==> config.mk <==
export PLATFORM = sky130hd
export DESIGN_NAME = swm_ctrl
export DESIGN_NICKNAME = d
export VERILOG_FILES = /design/src/assert_macros.svh /design/src/swm_pkg.sv /design/src/swm_ctrl.sv
export SDC_FILE = /design/constraint.sdc
export NUM_CORES = 1
export LEC_CHECK = 0
export BUFFER_PORTS_ARGS = -buffer_cell sky130_fd_sc_hd__buf_4
export CAP_MARGIN = 0
export CORE_AREA = 8 8 45 47
export CTS_BUF_LIST = sky130_fd_sc_hd__clkbuf_16
export DETAILED_ROUTE_END_ITERATION = 8
export DIE_AREA = 0 0 53 55
export GPL_TIMING_DRIVEN = 0
export SLEW_MARGIN = 5
export SYNTH_ARGS = -nofsm -noshare
export SYNTH_HDL_FRONTEND = slang
export SYNTH_SLANG_ARGS = --single-unit
==> constraint.sdc <==
create_clock -name aclk -period 1.6 [get_ports aclk]
set_input_delay 0.32 -clock aclk [delete_from_list [all_inputs] [get_ports aclk]]
set_output_delay 0.32 -clock aclk [all_outputs]
set_load 0.1 [all_outputs]
==> src/assert_macros.svh <==
// Assertion macros shared by the sliding-window median RTL.
// Simulation builds get concurrent assertions; synthesis builds get nothing.
`ifndef ASSERT_MACROS_SVH
`define ASSERT_MACROS_SVH

`ifndef SYNTHESIS

// The property must hold at every clock edge outside reset.
`define ASSERT_ALWAYS(label, clk, rst_n, prop, msg) \
    label: assert property (@(posedge clk) disable iff (!rst_n) (prop)) \
        else $error(msg);

// Whenever the antecedent holds, the consequent must hold as well.
`define ASSERT_IMPLIES(label, clk, rst_n, ante, cons, msg) \
    label: assert property (@(posedge clk) disable iff (!rst_n) (ante) |-> (cons)) \
        else $error(msg);

`else

`define ASSERT_ALWAYS(label, clk, rst_n, prop, msg)
`define ASSERT_IMPLIES(label, clk, rst_n, ante, cons, msg)

`endif

`endif

==> src/swm_pkg.sv <==
// Shared types and constants of the sliding-window median unit.
// Used by the controller, the datapath and the top level; depends on nothing.
`timescale 1ns / 1ps
`default_nettype none

package swm_pkg;

    // Width and reset value of the window size register.
    localparam int unsigned     CFG_BITS  = 7;
    localparam logic [6:0]      CFG_RESET = 7'd3;

    // Commands from the controller to the datapath.
    typedef struct packed {
        logic start;      // item transaction accepted, latch it
        logic load;       // capture the leaving sample, write the ring
        logic merge;      // one step of the sorted-window rebuild
        logic finish;     // commit counters, swap banks, load the result
        logic cfg_write;  // window size written, window emptied
    } dp_cmd_t;

    // Status from the datapath to the controller.
    typedef struct packed {
        logic merge_last; // the current merge step writes the final entry
        logic has_result; // the item in work completes a full window
    } dp_status_t;

endpackage

`default_nettype wire

==> src/swm_ctrl.sv <==
// Controller of the sliding-window median unit: sequences one item through
// load, merge and finish, and owns the handshakes. Depends on swm_pkg.
`timescale 1ns / 1ps
`default_nettype none

module swm_ctrl (
    input  logic                aclk,
    input  logic                aresetn,
    input  logic                s_tvalid,
    output logic                s_tready,
    input  logic                cfg_valid,
    output logic                cfg_ready,
    output logic                m_tvalid,
    input  logic                m_tready,
    output swm_pkg::dp_cmd_t    cmd,
    input  swm_pkg::dp_status_t status
);

    import swm_pkg::*;

    typedef enum logic [1:0] {
        ST_IDLE,
        ST_LOAD,
        ST_MERGE,
        ST_FINISH
    } state_t;

    state_t state_reg, state_next;
    logic   m_valid_reg, m_valid_next;
    logic   out_free;

    assign m_tvalid = m_valid_reg;
    assign out_free = !m_valid_reg || m_tready;

    always_comb begin
        state_next   = state_reg;
        m_valid_next = m_valid_reg && !m_tready;
        cmd          = '0;
        s_tready     = 1'b0;
        cfg_ready    = 1'b0;
        unique case (state_reg)
            ST_IDLE: begin
                cfg_ready     = 1'b1;
                s_tready      = !cfg_valid;
                cmd.cfg_write = cfg_valid;
                if (s_tvalid && !cfg_valid) begin
                    cmd.start  = 1'b1;
                    state_next = ST_LOAD;
                end
            end
            ST_LOAD: begin
                cmd.load   = 1'b1;
                state_next = ST_MERGE;
            end
            ST_MERGE: begin
                cmd.merge = 1'b1;
                if (status.merge_last) begin
                    state_next = ST_FINISH;
                end
            end
            ST_FINISH: begin
                // A result may only land once the output register is free.
                if (!status.has_result || out_free) begin
                    cmd.finish = 1'b1;
                    state_next = ST_IDLE;
                    if (status.has_result) begin
                        m_valid_next = 1'b1;
                    end
                end
            end
            default: begin
                state_next = ST_IDLE;
            end
        endcase
    end

    always_ff @(posedge aclk) begin
        if (!aresetn) begin
            state_reg   <= ST_IDLE;
            m_valid_reg <= 1'b0;
        end else begin
            state_reg   <= state_next;
            m_valid_reg <= m_valid_next;
        end
    end

endmodule

`default_nettype wire

Word-level counts from Yosys, hierarchy flattened
Cells that the tools add are included.

word-level totals
  output and inout port bits = 8
  register bits after elaboration = 3
  logic and storage cells = 34

operators by class
  reductions and logical operators = 10
  mux-type cells = 16
  equality and inequality tests = 6

operators with widths
  cell                count
  $mux 1              12
  $pmux 2 s4          1
  $mux 2              3
  $ne 2x2->1 const B  3
  $eq 2x2->1 const B  2
  $logic_not 1->1     4
  $reduce_and 3->1    1
  $eq 2x1->1 const B  1
  $logic_and 1x1->1   2
  $logic_not 2->1     1
  $logic_or 1x1->1    2

Depth between registers and ports, before layout
  word-level depth = 5
  depth in mapped cells = 4
  gate-level depth less buffers = 4

Worst setup path before layout
Ideal clock, no wire load.

  kind = reg2out
  start point = register state_reg[0]
  end point = output cmd[4] (netlist name)
  arrival = 3.615 ns
  stages on the path, launching flop included = 5
  setup slack = -2.335 ns
  path through = dfxtp_1 inv_1 ha_1 nor2b_1 and2_1

RTL lines
  item                      line            RTL
  start: declaration        swm_ctrl.sv:28  state_t state_reg, state_next;
  start signal: assignment  swm_ctrl.sv:82  state_reg <= state_next;
  end: declaration          swm_ctrl.sv:15  output swm_pkg::dp_cmd_t cmd,

==> flow_summary.toml <==
[outcome]
status = "finished, final reports clean"

[clock_tree]
numCtsBuffers = 3
worstSkewPairLatency_ns = 0.22
tritoncts = "built"
cts.sinks = 3
cts_buffer_depth = 2
clk_pin_slew_ns = 0.03
hold_buffers = 0
cts_root_buffer = "clkbuf_16"
htree_levels = 1
post_cts_buffers = 0

[timing]
setup_viol = 0
final_max_slew_viol_count = 0
grt_setup_unrepaired = "no"
min_period_ns = 1.547
finClkSkew_ns = 0.0004577
relSlewSlack = 0.6576
hold_viol_final = 0
hold_ws_ns = 0.3472
worstMarginPinSlew_ns = 0.5136
max_freq_ghz = 0.6465
post-route-period-util = 0.9667
setup-tns-final_ns = 0

[layout]
fillers = 144
largest_register_ffs = 2
seq_area_um2 = 66.31
fin_util = 0.3481
mostFrequentLayoutCell = "buf_4"
drive_gt1_frac = 0.6512
multiInputGateArea_um2 = 187.7
syn2layout_area_growth_pct = 115.1
antenna_cells = 0
num-nets-final = 55
final_cell_mix = "buf_4 (13), nand2_1 (3), ha_1 (3), clkbuf_16 (3)"
final_cells = 59

[die]
dieArea_um2 = 2915
ioPinCount = 15
start_util = 0.1618
core_um2 = 1384
rows = 14
die_w_um = 53
die_h_um = 55

[worst_setup_path]
path_class = "flip-flop to output pin"
crit_path_start_kind = "flip-flop"
rrSetupSlack_ns = 0.11
crit_path_end_kind = "output pin"
cp.required_ns = 1.28
cp.arrival_ns = 1.23
cp_max_fo = 5
reg2reg_from = "state_reg[0]$_SDFFE_PN0P_"
r2r_cells = 4
worstReg2RegEnd = "state_reg[0]$_SDFFE_PN0P_"

[place]
dp_hpwl_um = 500.3
io_buffers = 14
place.gp.congestion = 0.6838
dpl.cell_count = 55

[logic_synthesis]
syn_area_um2 = 224.0
synthTopCellsByArea = "dfxtp_1 (27%), ha_1 (22%), mux2i_1 (8.9%)"
syn-num-nets = 36
ys_types = 13
ys_seq_area_frac = 0.2682
synth_seq_cells = 3
netlist_instances = 25
yosys.area.top_type = "dfxtp_1"
synth.top_cell.area_share = 0.2682
yosysWarnings = 0
avgSynthCellArea_um2 = 8.959

[detailed_routing]
drt_iter0_drc = 4
final_antenna_net_count = 0
route.detailed.drc = 0
drtPass1Iterations = 2
via_count = 223
vias_per_cell = 3.780
wl_per_cell_um = 9.695
routed_wl_um = 572

[worst_hold_path]
holdPathStages = 2
worstHoldEndpoint = "m_tvalid$_SDFF_PN0_"
holdCritStartpoint = "aresetn"
min_path_type = "input pin to flip-flop"

[global_route]
grt_pass1_vias = 241
grtUsageTotal = 0.04315
antenna_found_initial = 0
grt.overflow.total = 0
grt_pass1_wl_um = 848
grt_start_max_net_pins = 6

[job]
drv_cap = 0
through the flow:
step / setup slack (ns) / area (µm²)
2_1_floorplan: -0.5195 / 265.3
3_5_place_dp: 0.08680 / 390.4
5_1_grt: 0.01009 / 481.7
4_1_cts: 0.006027 / 473.0
6_report: 0.05324 / 481.7
3_3_place_gp: 0.09042 / 390.4
synthesized netlist by cell type:
cell type	count
o21ai_0	1
or2b_1	1
nor2b_1	2
a21boi_0	1
nand2_1	3
dfxtp_1	3
and2_4	1
ha_1	4
mux2i_1	2
and2_1	2
a222oi_1	1
o21a_1	1
inv_1	3
critical path, cell delays in order (launching register included):
cell and delay, ns:
dfxtp_2 0.33, inv_2 0.08, ha_4 0.15, nor2b_4 0.14
and2_4 0.15, buf_12 0.16
cells by family (layout without fill, tap and decap cells):
kind of cell | after synthesis | after routing | share of synthesized area
buffers and inverters | 3 | 21 | 0.05028
and+or+nand+nor | 9 | 9 | 0.2346
adders and majority gates | 4 | 4 | 0.2235
AOI/OAI and AO/OA | 4 | 4 | 0.1341
DFF | 3 | 3 | 0.2682
muxes | 2 | 2 | 0.08939
cell type report:
cell class                 instances  area share
clock buffer                       3      0.1558
clock inverter                     1    0.007792
inverter                           3     0.02338
multi-input combinational         19      0.3896
sequential                         3      0.1377
tap                               16     0.04156
timing repair buffer              14      0.2442
timing repair:
action / in CTS / in global routing
endpoints found under the setup margin: 1 / 2
gates resized for setup: 1 / 2
cloned: 0 / 0
pin swaps: 0 / 1
worst max-delay path by stage:
stage	startpoint	end	slack, ns	cells past startpoint
after floorplan	state_reg[1]$_SDFFE_PN0P_	cmd[4]	-0.52	4
after global placement	state_reg[0]$_SDFFE_PN0P_	state_reg[0]$_SDFFE_PN0P_	0.09	4
after global routing	state_reg[0]$_SDFFE_PN0P_	cmd[4]	0.01	5
final	state_reg[1]$_SDFFE_PN0P_	cmd[4]	0.05	5
after detailed placement	state_reg[0]$_SDFFE_PN0P_	state_reg[0]$_SDFFE_PN0P_	0.09	4
after CTS	state_reg[1]$_SDFFE_PN0P_	cmd[4]	0.006	5
metal layers:
layer / vias to the layer above / share of wire / global-route usage
li1: 120 / - / -
met1: 94 / 0.33 / 0.03035
met2: 7 / 0.52 / 0.06641
met3: 2 / 0.13 / 0.03476
met4: 0 / 0.017 / 0.05172
met5: - / 0 / 0
Power is left out: the tool's default activity adds up to more than one toggle a clock period on the data nets, which glitch-free logic cannot reach.
